===== src/hdl/ascii85_stream_decoder_defines.svh =====
// Assertion macros shared by the decoder modules.
`ifndef ASCII85_STREAM_DECODER_DEFINES_SVH
`define ASCII85_STREAM_DECODER_DEFINES_SVH

// Check that cons holds in the same cycle as ante.
`define A85_ASSERT_SAME(lbl, clk, rst, ante, cons) \
   lbl: assert property (@(posedge clk) disable iff (rst) (ante) |-> (cons)) \
      else $error("assertion failed");

// Check that cons holds in the cycle after ante.
`define A85_ASSERT_NEXT(lbl, clk, rst, ante, cons) \
   lbl: assert property (@(posedge clk) disable iff (rst) (ante) |=> (cons)) \
      else $error("assertion failed");

`endif


===== src/hdl/a85_pkg.sv =====
package a85_pkg;

   typedef enum logic [1:0] {
      PH_START = 2'd0,
      PH_GROUP = 2'd1,
      PH_TILDE = 2'd2
   } phase_type;

   localparam logic [1:0] ST_DECODING = 2'd0;
   localparam logic [1:0] ST_END      = 2'd1;
   localparam logic [1:0] ST_CORRUPT  = 2'd2;

   localparam logic [7:0] CH_NUL   = 8'd0;
   localparam logic [7:0] CH_TAB   = 8'd9;
   localparam logic [7:0] CH_LF    = 8'd10;
   localparam logic [7:0] CH_FF    = 8'd12;
   localparam logic [7:0] CH_CR    = 8'd13;
   localparam logic [7:0] CH_SPACE = 8'd32;
   localparam logic [7:0] CH_BANG  = 8'd33;
   localparam logic [7:0] CH_GT    = 8'd62;
   localparam logic [7:0] CH_LAST  = 8'd118;
   localparam logic [7:0] CH_Z     = 8'd122;
   localparam logic [7:0] CH_TILDE = 8'd126;

   localparam int GROUP_DIGITS = 5;
   localparam int GROUP_BYTES  = 4;

   typedef struct packed {
      logic [31:0] acc;
      logic [1:0]  pad;
      logic [2:0]  nbytes;
      logic [1:0]  status;
   } cmd_type;

   function automatic logic [19:0] pow85(input logic [1:0] m);
      logic [19:0] r;
      case (m)
         2'd0:    r = 20'd1;
         2'd1:    r = 20'd85;
         2'd2:    r = 20'd7225;
         default: r = 20'd614125;
      endcase
      return r;
   endfunction

endpackage


===== src/hdl/a85_front.sv =====
module a85_front (
   input  logic              clock,
   input  logic              reset,
   input  logic              push,
   input  logic              full,
   input  logic [7:0]        req_code_char,
   input  logic              req_source_ends,
   output logic              q_push,
   output a85_pkg::cmd_type  q_entry
);
   import a85_pkg::*;

   phase_type   phase_ff, phase_in;
   logic [2:0]  cnt_ff, cnt_in;
   logic [31:0] acc_ff, acc_in;
   logic [1:0]  fin_ff, fin_in;

   logic        accept;
   logic        live;
   logic        is_space;
   logic        is_digit;
   logic [6:0]  digit;
   logic [31:0] acc_step;

   assign accept   = push && !full;
   assign is_space = req_code_char inside {CH_NUL, CH_TAB, CH_LF, CH_FF, CH_CR, CH_SPACE};
   assign is_digit = req_code_char inside {[CH_BANG:CH_LAST]};
   assign digit    = 7'(req_code_char - CH_BANG);
   assign acc_step = (acc_ff << 6) + (acc_ff << 4) + (acc_ff << 2) + acc_ff + 32'(digit);
   assign live     = accept && (fin_ff == ST_DECODING) && !req_source_ends && !is_space;

   always_comb begin
      phase_in = phase_ff;
      cnt_in   = cnt_ff;
      acc_in   = acc_ff;
      fin_in   = fin_ff;
      if (accept && fin_ff == ST_DECODING && req_source_ends) begin
         fin_in = ST_CORRUPT;
      end else if (live) begin
         case (phase_ff)
            PH_GROUP: begin
               if (req_code_char == CH_TILDE && cnt_ff > 3'd1) begin
                  phase_in = PH_TILDE;
               end else if (is_digit) begin
                  acc_in = acc_step;
                  if (cnt_ff == 3'(GROUP_DIGITS - 1)) begin
                     cnt_in   = 3'd0;
                     phase_in = PH_START;
                  end else begin
                     cnt_in = cnt_ff + 3'd1;
                  end
               end else begin
                  fin_in = ST_CORRUPT;
               end
            end
            PH_TILDE: begin
               if (req_code_char == CH_GT) begin
                  fin_in = ST_END;
                  cnt_in = 3'd0;
               end else begin
                  fin_in = ST_CORRUPT;
               end
            end
            default: begin
               if (req_code_char == CH_TILDE) begin
                  phase_in = PH_TILDE;
               end else if (req_code_char == CH_Z) begin
                  phase_in = PH_START;
               end else if (is_digit) begin
                  acc_in   = 32'(digit);
                  cnt_in   = 3'd1;
                  phase_in = PH_GROUP;
               end else begin
                  fin_in = ST_CORRUPT;
               end
            end
         endcase
      end
   end

   always_comb begin
      q_push         = accept;
      q_entry.acc    = acc_step;
      q_entry.pad    = 2'd0;
      q_entry.nbytes = 3'd0;
      q_entry.status = fin_in;
      if (live) begin
         case (phase_ff)
            PH_GROUP: begin
               if (!(req_code_char == CH_TILDE && cnt_ff > 3'd1) && is_digit &&
                   cnt_ff == 3'(GROUP_DIGITS - 1)) begin
                  q_entry.nbytes = 3'(GROUP_BYTES);
               end
            end
            PH_TILDE: begin
               if (req_code_char == CH_GT && cnt_ff != 3'd0) begin
                  q_entry.acc    = acc_ff;
                  q_entry.pad    = 2'(3'(GROUP_DIGITS) - cnt_ff);
                  q_entry.nbytes = cnt_ff - 3'd1;
               end
            end
            default: begin
               if (req_code_char == CH_Z) begin
                  q_entry.acc    = 32'd0;
                  q_entry.nbytes = 3'(GROUP_BYTES);
               end
            end
         endcase
      end
   end

   always_ff @(posedge clock) begin
      if (reset) begin
         phase_ff <= PH_START;
         cnt_ff   <= 3'd0;
         fin_ff   <= ST_DECODING;
      end else begin
         phase_ff <= phase_in;
         cnt_ff   <= cnt_in;
         fin_ff   <= fin_in;
      end
   end

   always_ff @(posedge clock) begin
      acc_ff <= acc_in;
   end

endmodule


===== src/hdl/a85_queue.sv =====
`include "ascii85_stream_decoder_defines.svh"

module a85_queue #(
   parameter int DEPTH = 4
) (
   input  logic              clock,
   input  logic              reset,
   input  logic              wr_en,
   input  a85_pkg::cmd_type  wr_data,
   output logic              full,
   input  logic              rd_en,
   output logic              rd_valid,
   output a85_pkg::cmd_type  rd_data
);
   import a85_pkg::*;

   localparam int PTR_W = (DEPTH > 1) ? $clog2(DEPTH) : 1;
   localparam int CNT_W = $clog2(DEPTH + 1);

   cmd_type            entries_ff [DEPTH];
   logic [PTR_W-1:0]   wr_ptr_ff, wr_ptr_in;
   logic [PTR_W-1:0]   rd_ptr_ff, rd_ptr_in;
   logic [CNT_W-1:0]   count_ff, count_in;
   logic               do_wr, do_rd;

   assign full     = (count_ff == CNT_W'(DEPTH));
   assign rd_valid = (count_ff != '0);
   assign rd_data  = entries_ff[rd_ptr_ff];
   assign do_wr    = wr_en && !full;
   assign do_rd    = rd_en && rd_valid;

   always_comb begin
      wr_ptr_in = wr_ptr_ff;
      rd_ptr_in = rd_ptr_ff;
      count_in  = count_ff;
      if (do_wr) begin
         wr_ptr_in = (wr_ptr_ff == PTR_W'(DEPTH - 1)) ? '0 : wr_ptr_ff + 1'b1;
      end
      if (do_rd) begin
         rd_ptr_in = (rd_ptr_ff == PTR_W'(DEPTH - 1)) ? '0 : rd_ptr_ff + 1'b1;
      end
      if (do_wr && !do_rd) begin
         count_in = count_ff + 1'b1;
      end else if (do_rd && !do_wr) begin
         count_in = count_ff - 1'b1;
      end
   end

   always_ff @(posedge clock) begin
      if (reset) begin
         wr_ptr_ff <= '0;
         rd_ptr_ff <= '0;
         count_ff  <= '0;
      end else begin
         wr_ptr_ff <= wr_ptr_in;
         rd_ptr_ff <= rd_ptr_in;
         count_ff  <= count_in;
      end
   end

   always_ff @(posedge clock) begin
      if (do_wr) begin
         entries_ff[wr_ptr_ff] <= wr_data;
      end
   end

   `A85_ASSERT_SAME(a_q_count_bound, clock, reset, 1'b1, count_ff <= CNT_W'(DEPTH))
   `A85_ASSERT_NEXT(a_q_fill, clock, reset, do_wr && !do_rd, rd_valid)

endmodule


===== src/hdl/a85_back.sv =====
`include "ascii85_stream_decoder_defines.svh"

module a85_back (
   input  logic              clock,
   input  logic              reset,
   input  logic              q_valid,
   input  a85_pkg::cmd_type  q_entry,
   output logic              q_pop,
   output logic              empty,
   input  logic              pop,
   output logic [7:0]        rsp_data_byte,
   output logic              rsp_has_byte,
   output logic              rsp_last,
   output logic [1:0]        rsp_status
);
   import a85_pkg::*;

   logic        mul_valid_ff, mul_valid_in;
   logic [31:0] mul_prod_ff;
   logic [2:0]  mul_n_ff;
   logic [1:0]  mul_status_ff;

   logic        em_valid_ff, em_valid_in;
   logic [31:0] em_val_ff;
   logic [1:0]  em_idx_ff, em_idx_in;
   logic [2:0]  em_n_ff;
   logic [1:0]  em_status_ff;

   logic        out_valid_ff, out_valid_in;
   logic [7:0]  out_byte_ff;
   logic        out_has_ff;
   logic        out_last_ff;
   logic [1:0]  out_status_ff;

   logic        out_take, em_fire, em_last, em_free, mul_take, mul_free;
   logic [7:0]  em_byte;

   assign out_take = !out_valid_ff || pop;
   assign em_last  = (em_n_ff == 3'd0) || ({1'b0, em_idx_ff} == em_n_ff - 3'd1);
   assign em_fire  = em_valid_ff && out_take;
   assign em_free  = !em_valid_ff || (em_fire && em_last);
   assign mul_take = mul_valid_ff && em_free;
   assign mul_free = !mul_valid_ff || em_free;
   assign q_pop    = q_valid && mul_free;

   always_comb begin
      case (em_idx_ff)
         2'd0:    em_byte = em_val_ff[31:24];
         2'd1:    em_byte = em_val_ff[23:16];
         2'd2:    em_byte = em_val_ff[15:8];
         default: em_byte = em_val_ff[7:0];
      endcase
   end

   always_comb begin
      mul_valid_in = mul_valid_ff;
      if (mul_free) begin
         mul_valid_in = q_valid;
      end
      em_valid_in = em_valid_ff;
      em_idx_in   = em_idx_ff;
      if (em_free) begin
         em_valid_in = mul_valid_ff;
         em_idx_in   = 2'd0;
      end else if (em_fire) begin
         em_idx_in = em_idx_ff + 2'd1;
      end
      out_valid_in = out_valid_ff;
      if (out_take) begin
         out_valid_in = em_valid_ff;
      end
   end

   always_ff @(posedge clock) begin
      if (reset) begin
         mul_valid_ff <= 1'b0;
         em_valid_ff  <= 1'b0;
         em_idx_ff    <= 2'd0;
         out_valid_ff <= 1'b0;
      end else begin
         mul_valid_ff <= mul_valid_in;
         em_valid_ff  <= em_valid_in;
         em_idx_ff    <= em_idx_in;
         out_valid_ff <= out_valid_in;
      end
   end

   always_ff @(posedge clock) begin
      if (q_pop) begin
         mul_prod_ff   <= (q_entry.acc + 32'd1) * {12'd0, pow85(q_entry.pad)};
         mul_n_ff      <= q_entry.nbytes;
         mul_status_ff <= q_entry.status;
      end
      if (mul_take) begin
         em_val_ff    <= mul_prod_ff - 32'd1;
         em_n_ff      <= mul_n_ff;
         em_status_ff <= mul_status_ff;
      end
      if (em_fire) begin
         out_has_ff    <= (em_n_ff != 3'd0);
         out_byte_ff   <= (em_n_ff != 3'd0) ? em_byte : 8'd0;
         out_last_ff   <= em_last;
         out_status_ff <= em_status_ff;
      end
   end

   assign empty         = !out_valid_ff;
   assign rsp_data_byte = out_byte_ff;
   assign rsp_has_byte  = out_has_ff;
   assign rsp_last      = out_last_ff;
   assign rsp_status    = out_status_ff;

   `A85_ASSERT_SAME(a_empty_word_last, clock, reset, out_valid_ff && !out_has_ff, out_last_ff)
   `A85_ASSERT_SAME(a_em_idx_range, clock, reset, em_valid_ff && em_n_ff != 3'd0,
                    {1'b0, em_idx_ff} < em_n_ff)
   `A85_ASSERT_NEXT(a_mul_to_em, clock, reset, mul_take, em_valid_ff && em_idx_ff == 2'd0)
   `A85_ASSERT_SAME(a_em_bytes_max, clock, reset, em_valid_ff, em_n_ff <= 3'(GROUP_BYTES))

endmodule


===== src/hdl/ascii85_stream_decoder.sv =====
// An item passes the queue, the multiply stage, the byte emitter and the output register.
// Throughput: one character per cycle in while full is low; one word per cycle out while pop
// is held; an item that decodes k bytes gives max(1, k) words; the queue absorbs 'z' bursts.
// Reset (synchronous, active high) returns to group start with status decoding and
// empties the queue and all stages.
module ascii85_stream_decoder #(
   parameter int QUEUE_DEPTH = 4
) (
   input  logic       clock,
   input  logic       reset,
   input  logic       push,
   output logic       full,
   input  logic [7:0] req_code_char,
   input  logic       req_source_ends,
   output logic       empty,
   input  logic       pop,
   output logic [7:0] rsp_data_byte,
   output logic       rsp_has_byte,
   output logic       rsp_last,
   output logic [1:0] rsp_status
);
   import a85_pkg::*;

   logic    q_push, q_valid, q_pop;
   cmd_type q_wr_entry, q_rd_entry;

   a85_front u_front (
      .clock           (clock),
      .reset           (reset),
      .push            (push),
      .full            (full),
      .req_code_char   (req_code_char),
      .req_source_ends (req_source_ends),
      .q_push          (q_push),
      .q_entry         (q_wr_entry)
   );

   a85_queue #(
      .DEPTH (QUEUE_DEPTH)
   ) u_queue (
      .clock    (clock),
      .reset    (reset),
      .wr_en    (q_push),
      .wr_data  (q_wr_entry),
      .full     (full),
      .rd_en    (q_pop),
      .rd_valid (q_valid),
      .rd_data  (q_rd_entry)
   );

   a85_back u_back (
      .clock         (clock),
      .reset         (reset),
      .q_valid       (q_valid),
      .q_entry       (q_rd_entry),
      .q_pop         (q_pop),
      .empty         (empty),
      .pop           (pop),
      .rsp_data_byte (rsp_data_byte),
      .rsp_has_byte  (rsp_has_byte),
      .rsp_last      (rsp_last),
      .rsp_status    (rsp_status)
   );

endmodule


===== config.mk =====
export PLATFORM = sky130hd
export DESIGN_NAME = ascii85_stream_decoder
export DESIGN_NICKNAME = d
export VERILOG_FILES = /design/src/hdl/a85_pkg.sv /design/src/hdl/a85_front.sv /design/src/hdl/a85_queue.sv /design/src/hdl/a85_back.sv /design/src/hdl/ascii85_stream_decoder.sv
export VERILOG_INCLUDE_DIRS = /design/src /design/src/hdl
export SDC_FILE = /design/constraint.sdc
export NUM_CORES = 1
export LEC_CHECK = 0
export BUFFER_PORTS_ARGS = -buffer_cell sky130_fd_sc_hd__buf_2
export CAP_MARGIN = 15
export CORE_ASPECT_RATIO = 1.5
export CORE_UTILIZATION = 40
export CTS_CLUSTER_DIAMETER = 80
export DETAILED_ROUTE_END_ITERATION = 6
export MAX_ROUTING_LAYER = met4
export PLACE_DENSITY = 0.52
export SETUP_SLACK_MARGIN = 0.5
export SKIP_CTS_REPAIR_TIMING = 1
export SLEW_MARGIN = 20
export SYNTH_ARGS = -nofsm -noshare
export SYNTH_HDL_FRONTEND = slang
export SYNTH_HIERARCHICAL = 1
export SYNTH_SLANG_ARGS = --single-unit

===== constraint.sdc =====
create_clock -name clock -period 20.6 [get_ports clock]
set_input_delay 3.09 -clock clock [delete_from_list [all_inputs] [get_ports clock]]
set_output_delay 3.09 -clock clock [all_outputs]
set_load 0.05 [all_outputs]

==> results.toml, run 1 <==
[synthesis]
ys.flop_type = "edfxtp_1"
synth.area.top_cells = "edfxtp_1 31%, fa_1 22%, ha_1 11%"
yosysMostFrequentCell = "inv_1"
synthesis.area_sq_um = 26700
netlist_instances = 2385
synth_top_area_share_pct = 30.82
syn_nets = 2929
yosysTopAreaCell = "edfxtp_1"
ys_warn_count = 6
synth_edf_count = 274
async_flop_share_pct = 0
synth.top_cells.by_count = "396 x inv_1, 287 x fa_1, 274 x edfxtp_1, 244 x ha_1, 165 x nor2_1"
yosysSeqAreaShare_pct = 32.39
ys_ff_latch = 295
synth_cell_types = 100
syn_area_per_cell_sq_um = 11.20

[worst_setup_path]
rr_worst_depth = 31
slowest_delay_ns = 0.74
cp_slowest_cell = "mux4_2"
worstSetupPathType = "flop to flop"
critPathArrivalTime_ns = 10.07
r2r_setup_slack_ns = 10.86
cp.required_ns = 20.93
startpoint_type = "flop"
worst_r2r_endpoint = "u_back/mul_prod_ff[31]$_DFFE_PP_"
cp_common_cell = "fa_1"
path_max_fanout = 39
endpoint_kind = "flop"

[place]
port_buffers = 26
placed_area_sq_um = 27850
gp_congestion = 0.9068
hpwl_mm = 54.29

[clock_tree]
worstSkewPairLatency_ns = 0.60
cts.path.max_buffers = 3
root_buffer = "clkbuf_16"
numCtsBuffers = 31
cts.clk_slew.worst_paths_ns = 0.06
numClockSinks = 295
cts_tree = "built"
cts.htree.levels = 1

[sta]
setup_viol = 0
rsz0062_at_grt = "false"
timing.fmax_mhz = 102.7
maxSlewViolCount = 0
fin_crit_ns = 9.736
finalHoldViolations = 0
period_share_pct = 47.26
setup-tns-final_ns = 0
skew_ns = 0.03212
worst_slew_pin_slew_ns = 0.9322
relSlewSlack_pct = 37.70

[final_layout]
utilization_pct = 43.99
synthToLayoutAreaGrowth_pct = 8.346
fin_area_sq_um = 28930
num_antenna_cells = 0
nets = 2950
drive_above_1_share_pct = 8.443
fill_cells = 6174

[die]
die_x_um = 213.0
fp.dieH_um = 318.4
dieArea_sq_um = 67810
start_util_pct = 40.61
coreArea_sq_um = 65760
std_cell_rows = 115
pin_count = 27

[detailed_routing]
vias = 17197
viasPerCell = 5.203
drtPass1Iterations = 5
drtIter0Drc = 998
wl_mm = 66.64
drc = 0
post_drt_wl_per_cell_um = 20.16
antenna_left = 0

[grt]
antenna_found_initial = 0
grt_pass1_wl_mm = 106.7
grtUsageTotal_pct = 21.16
grt_overflow_total = 0
grt_max_degree = 47
grt_pass1_vias = 18760

[hold_path]
worstHoldEndpoint = "u_back/rsp_status[1]$_DFFE_PP_"
holdPathStages = 0
hold_path_class = "flop to flop"
min-delay-start = "u_back/em_status_ff[1]$_DFFE_PP_"

[run_status]
status = "finished clean"

[job]
cap_violations = 0
## critical path: cells and delay by family (launching register included)
family | cells | cell delay [ns]
xor gates and xnor gates | 3 | 0.86
AOI/OAI and AO/OA | 9 | 1.80
and+or+nand+nor | 4 | 0.69
DFF | 1 | 0.31
adders and majority gates | 9 | 4.01
muxes | 1 | 0.74
buffers and inverters | 5 | 1.04
## area by class of cell
type	count	area (sq um)	share of cell area, %
sequential	295	8651	29.90
tap	877	1097	3.793
clock inverter	20	284.0	0.9818
clock buffer	35	790.8	2.733
inverter	400	1520	5.255
multi-input combinational	1625	16250	56.18
timing repair buffer	53	332.8	1.150
## metal layers
layer  vias up  track usage [%]  share of wire (%)
met5         -                -                  0
met2       290            38.81                 55
met1      8723            23.37                 38
met4         0            8.153                4.3
met3       105            1.755                2.5
li1       8079                -                  -
## flip-flops by register name, summed over array words and instances, names as in the netlist, 3 cells and up, named ones only
| signal | flops |
|---|---|
| u_back/em_n_ff | 3 |
| u_back/em_val_ff | 32 |
| u_back/mul_n_ff | 3 |
| u_back/mul_prod_ff | 32 |
| u_back/rsp_data_byte | 8 |
| u_front/acc_ff | 32 |
| u_front/cnt_ff | 3 |
| u_queue/count_ff | 3 |
| u_queue/entries_ff | 156 |
## cell usage in the layout, fill, tap and decap left out, drive strengths merged, types with 10 or more instances in the layout
cell / instances
o21a: 18
nor4: 10
nand3: 24
clkinv: 10
a22o: 11
nand2b: 27
fa: 287
and2: 47
xnor2: 108
inv: 400
xor2: 58
nor3: 28
or2: 10
a211oi: 11
a21o: 37
or3: 13
mux4: 39
dfxtp: 21
nor2b: 19
buf: 53
nand2: 144
nand4: 10
edfxtp: 274
and3: 23
clkbuf: 35
o21ai: 73
a21oi: 103
ha: 244
nor2: 166
## through the flow
stage | instances | hold slack [ns] | worst slack, ns
2_1_floorplan | 2385 | 0.4003 | 12.47
3_3_place_gp | 3250 | 0.4043 | 11.03
3_5_place_dp | 3250 | 0.4057 | 10.90
4_1_cts | 3305 | 0.4215 | 10.88
5_1_grt | 3305 | 0.4322 | 10.30
6_report | 3305 | 0.4185 | 10.86
## worst max path at each step
stage / end / slack (ns) / startpoint
floorplan: u_back/mul_prod_ff[31]$_DFFE_PP_ / 12.47 / flop
detailed placement: u_back/mul_prod_ff[31]$_DFFE_PP_ / 10.90 / flop
global route: u_back/mul_prod_ff[30]$_DFFE_PP_ / 10.30 / flop
global placement: u_back/mul_prod_ff[31]$_DFFE_PP_ / 11.03 / flop
CTS: u_back/mul_prod_ff[31]$_DFFE_PP_ / 10.88 / flop
finish: u_back/mul_prod_ff[31]$_DFFE_PP_ / 10.86 / flop
## logic make-up after synthesis
group           count (synthesis)  synth area share, %
flops                         295                32.39
xor+xnor                      166                5.501
simple gates                  557                10.52
buf+inv                       465                6.865
compound gates                322                8.088
mux                            49                3.683
fa+ha+maj                     531                32.95
Power of run 1 is left out: the tool's default activity adds up to more than one toggle a clock period on the data nets, which glitch-free logic cannot reach.
==> run 2, diff against run 1 <==
ABC_AREA = 1   (was default)
clock period = 10.1 ns   (was 20.6 ns; I/O delays follow)
==> run 2 against run 1 <==
  * Global-route usage is 2.2 points higher
  * The flow now finishes with violations (DRC)
  * Critical endpoint unchanged
  * Critical path depth is 3 higher
  * Worst setup slack worse by 9.8 ns
==> results.toml, run 2 <==
[final_layout]
num_antenna_cells = 0
synthToLayoutAreaGrowth_pct = 8.141
final_common_cell = "inv_1"
layout_common_cells = "615 x inv_1, 511 x nand2_1, 316 x nor2_1"
largest_register_ffs = 156
regMostFlops = "u_queue/entries_ff"
drive_above_1_share_pct = 7.211
nets = 3667

[detailed_routing]
post_drt_wl_per_cell_um = 19.33
wl_mm = 78.25
wl_met3_mm = 2.069
antenna_left = 0
drtPass1Iterations = 7
drtIter0Drc = 1191
drc = 1
top_layer = "met4"
wl_met2_mm = 43.61
met1_length_mm = 28.43
vias = 20632
viasPerCell = 5.097

[die]
fp.dieH_um = 326.1
die_x_um = 218.1
pin_count = 27
start_util_pct = 40.55
dieArea_sq_um = 71130
std_cell_rows = 118
coreArea_sq_um = 69100

[worst_setup_path]
startpoint_type = "flop"
endpoint_kind = "flop"
path_max_fanout = 47
critPathArrivalTime_ns = 9.33
worstSetupPathType = "flop to flop"
cp_top_family = "adder cells"
cp_slowest_cell = "fa_1"
path_buf_inv = 8
slowest_delay_ns = 0.56
cp.required_ns = 10.43

[synthesis]
async_flop_share_pct = 0
syn_nets = 3629
synth_top_area_share_pct = 29.37
ys_warn_count = 6
netlist_instances = 3085
syn_area_per_cell_sq_um = 9.082
synth.top_cells.by_count = "615 x inv_1, 511 x nand2_1, 326 x nor2_1, 287 x fa_1, 274 x edfxtp_1"
yosysSeqAreaShare_pct = 30.87
yosysMostFrequentCell = "inv_1"
synth_edf_count = 274
ys.flop_type = "edfxtp_1"
synth_cell_types = 65
ys_ff_latch = 295
yosysTopAreaCell = "edfxtp_1"
synth.area.top_cells = "edfxtp_1 29%, fa_1 21%, ha_1 11%"
synthesis.area_sq_um = 28020

[job]
cap_violations = 0

[sta]
relSlewSlack_pct = 31.53
setup_viol = 0
skew_ns = 0.03389
period_share_pct = 89.13
maxSlewViolCount = 0
rsz0062_at_grt = "false"
fin_crit_ns = 9.002
finalHoldViolations = 0
setup-tns-final_ns = 0
worst_slew_pin_slew_ns = 1.025
timing.fmax_mhz = 111.1

[grt]
grt_pass1_vias = 21908
antenna_found_initial = 0
grt_overflow_total = 0
grt_pass1_wl_mm = 122.8
grtUsageTotal_pct = 23.32
grt_max_degree = 48

[clock_tree]
root_buffer = "clkbuf_16"
cts.clk_slew.worst_paths_ns = 0.06
cts_tree = "built"
numClockSinks = 295
cts.path.max_buffers = 3
cts.htree.levels = 1
numCtsBuffers = 31
worstSkewPairLatency_ns = 0.59

[place]
hpwl_mm = 65.27
port_buffers = 26
gp_congestion = 1.015

[hold_path]
hold_path_class = "flop to flop"

[run_status]
status = "complete, but fails checks"
failed_checks = "DRC"
[run 2: path summary, 6_finish.rpt]
check,endpoint,slack (ns),start,depth (start not counted)
setup / recovery,u_back/mul_prod_ff[31]$_DFFE_PP_,1.10,flop,34
hold / removal,u_back/em_status_ff[0]$_DFFE_PP_,0.42,u_back/mul_status_ff[0]$_DFFE_PP_,0
setup reg to reg,u_back/mul_prod_ff[31]$_DFFE_PP_,1.10,flop,34
hold reg to reg,u_back/em_status_ff[0]$_DFFE_PP_,0.42,u_back/mul_status_ff[0]$_DFFE_PP_,0
[run 2: cell type report]
type	count	area, sq um
Fill cell	6848	38800
Multi-Input combinational cell	2108	16780
Sequential cell	295	8650
Inverter	628	2367
Tap cell	900	1126
Clock buffer	33	783.3
Timing Repair Buffer	59	385.4
Clock inverter	25	209.0
[run 2: metal layers]
layer | GRT usage [%] | vias up
met1 | 24.36 | 10071
met4 | 10.29 | 0
li1 | - | 9922
met2 | 44.22 | 469
met3 | 1.438 | 170
met5 | - | -
[run 2: metrics by stage]
stage | utilization (%) | setup WS (ns) | instance area, sq um | hold WS, ns | instances
3_3_place_gp | 42.34 | 0.7999 | 29260 | 0.4043 | 3990
3_5_place_dp | 42.34 | 0.7950 | 29260 | 0.4054 | 3990
4_1_cts | 43.78 | 0.7567 | 30250 | 0.4227 | 4048
2_1_floorplan | - | 2.199 | 28020 | 0.4003 | 3085
5_1_grt | 43.85 | 0.5291 | 30300 | 0.4297 | 4048
6_report | 43.85 | 1.098 | 30300 | 0.4211 | 4048
[run 2: cell families after synthesis]
logic type	count (synthesis)	synth area share (%)
xor+xnor	114	3.631
flops	295	30.87
fa+ha+maj	531	31.40
compound gates	355	7.141
buf+inv	682	9.539
simple gates	1108	17.42
Power of run 2 is left out for the same reason.
==> run 3, diff against run 2 <==
CORE_MARGIN = 2   (was default)
SETUP_SLACK_MARGIN = default   (was 0.5)
==> run 3 against run 2 <==
  * The flow now finishes without violations
  * Critical path depth shrank 4
  * Cell count is essentially flat
  * Count of clock-buffer cells in the layout is the same
  * Sequential share of layout area is essentially flat
  * Highest routed layer unchanged
==> results.toml, run 3 (synthesized netlist as in run 2, its figures left out) <==
[detailed_routing]
post_drt_wl_per_cell_um = 19.28
viasPerCell = 5.087
wl_mm = 78.11
antenna_left = 0
drtPass1Iterations = 5
drc = 0
drtIter0Drc = 1092
vias = 20613

[job]
cap_violations = 0

[die]
fp.dieH_um = 328.1
dieArea_sq_um = 72220
coreArea_sq_um = 69240
start_util_pct = 40.46
std_cell_rows = 118
pin_count = 27
die_x_um = 220.1

[clock_tree]
numCtsBuffers = 31
cts.clk_slew.worst_paths_ns = 0.06
worstSkewPairLatency_ns = 0.58
cts_tree = "built"
numClockSinks = 295
cts.htree.levels = 1
cts.path.max_buffers = 3
root_buffer = "clkbuf_16"

[final_layout]
nets = 3673
final_common_cell = "inv_1"
num_antenna_cells = 0
layout_common_cells = "614 x inv_1, 511 x nand2_1, 319 x nor2_1"
largest_register_ffs = 156
regMostFlops = "u_queue/entries_ff"
instances_no_fill = 4052
drive_above_1_share_pct = 7.107
synthToLayoutAreaGrowth_pct = 8.307
utilization_pct = 43.82

[place]
gp_congestion = 0.9959
hpwl_mm = 65.01
post-place-cells = 3996
port_buffers = 26

[sta]
rsz0062_at_grt = "false"
relSlewSlack_pct = 25.06
maxSlewViolCount = 0
setup-tns-final_ns = 0
period_share_pct = 94.74
timing.fmax_mhz = 104.5
fin_crit_ns = 9.569
skew_ns = 0.02653
setup_viol = 0
finalHoldViolations = 0
hold_slack_ns = 0.4183
worst_slew_pin_slew_ns = 1.117

[worst_setup_path]
slowest_delay_ns = 1.03
r2r_setup_slack_ns = 0.53
cp.required_ns = 10.44
cp_slowest_cell = "clkinv_1"
crit_path_end = "u_back/mul_prod_ff[31]$_DFFE_PP_"
worstSetupPathType = "flop to flop"
startpoint_type = "flop"
cp_common_cell = "fa_1"
rr_worst_depth = 30
worst_r2r_endpoint = "u_back/mul_prod_ff[31]$_DFFE_PP_"
critPathArrivalTime_ns = 9.91
endpoint_kind = "flop"
path_max_fanout = 37

[run_status]
status = "finished clean"

[grt]
grt_max_degree = 43
grt_overflow_total = 0
grtUsageTotal_pct = 22.79
antenna_found_initial = 0
grt_pass1_wl_mm = 121.3
grt_pass1_vias = 21855

[hold_path]
hold_path_class = "flop to flop"
==> run 3: per-stage QoR <==
stage / setup slack, ns / area, sq um
after floorplan: 2.199 / 28020
after global placement: 1.013 / 29300
after detailed placement: 0.9318 / 29300
after CTS: 0.9231 / 30340
after global routing: 0.03787 / 30340
final: 0.5310 / 30340
==> run 3: critical path, delay by kind of cell (launching register included) <==
family                     cells  cell delay, ns
xor gates and xnor gates       1            0.20
adders and majority gates      9            4.59
AOI/OAI and AO/OA              7            1.37
DFF                            1            0.46
buffers and inverters          9            2.35
and+or+nand+nor                4            0.34
==> run 3: how the worst min path moves through the flow <==
stage,depth (start not counted),slack (ns),from,endpoint
3_3_place_gp,0,0.40,u_back/mul_status_ff[0]$_DFFE_PP_,u_back/em_status_ff[0]$_DFFE_PP_
6_report,0,0.42,u_back/mul_status_ff[0]$_DFFE_PP_,u_back/em_status_ff[0]$_DFFE_PP_
4_1_cts,0,0.42,u_back/mul_status_ff[0]$_DFFE_PP_,u_back/em_status_ff[0]$_DFFE_PP_
5_1_grt,0,0.44,u_back/mul_n_ff[1]$_DFFE_PP_,u_back/em_n_ff[1]$_DFFE_PP_
3_5_place_dp,0,0.41,u_back/mul_status_ff[0]$_DFFE_PP_,u_back/em_status_ff[0]$_DFFE_PP_
2_1_floorplan,0,0.40,u_back/mul_n_ff[0]$_DFFE_PP_,u_back/em_n_ff[0]$_DFFE_PP_
==> run 3: per-layer routing <==
metal | share of wire [%] | vias to the layer above | GRT usage, %
li1 | - | 9937 | -
met1 | 37 | 10068 | 23.98
met2 | 55 | 437 | 42.90
met3 | 2.4 | 171 | 1.565
met4 | 5.3 | 0 | 10.42
met5 | 0 | - | -
==> run 3: layout make-up <==
type | count | area, sq um
sequential | 295 | 8650
tap | 900 | 1126
clock inverter | 23 | 259.0
inverter | 628 | 2365
multi-input combinational | 2108 | 16740
fill | 6812 | 38900
timing repair buffer | 65 | 422.9
clock buffer | 33 | 783.3
Power of run 3 is left out for the same reason.
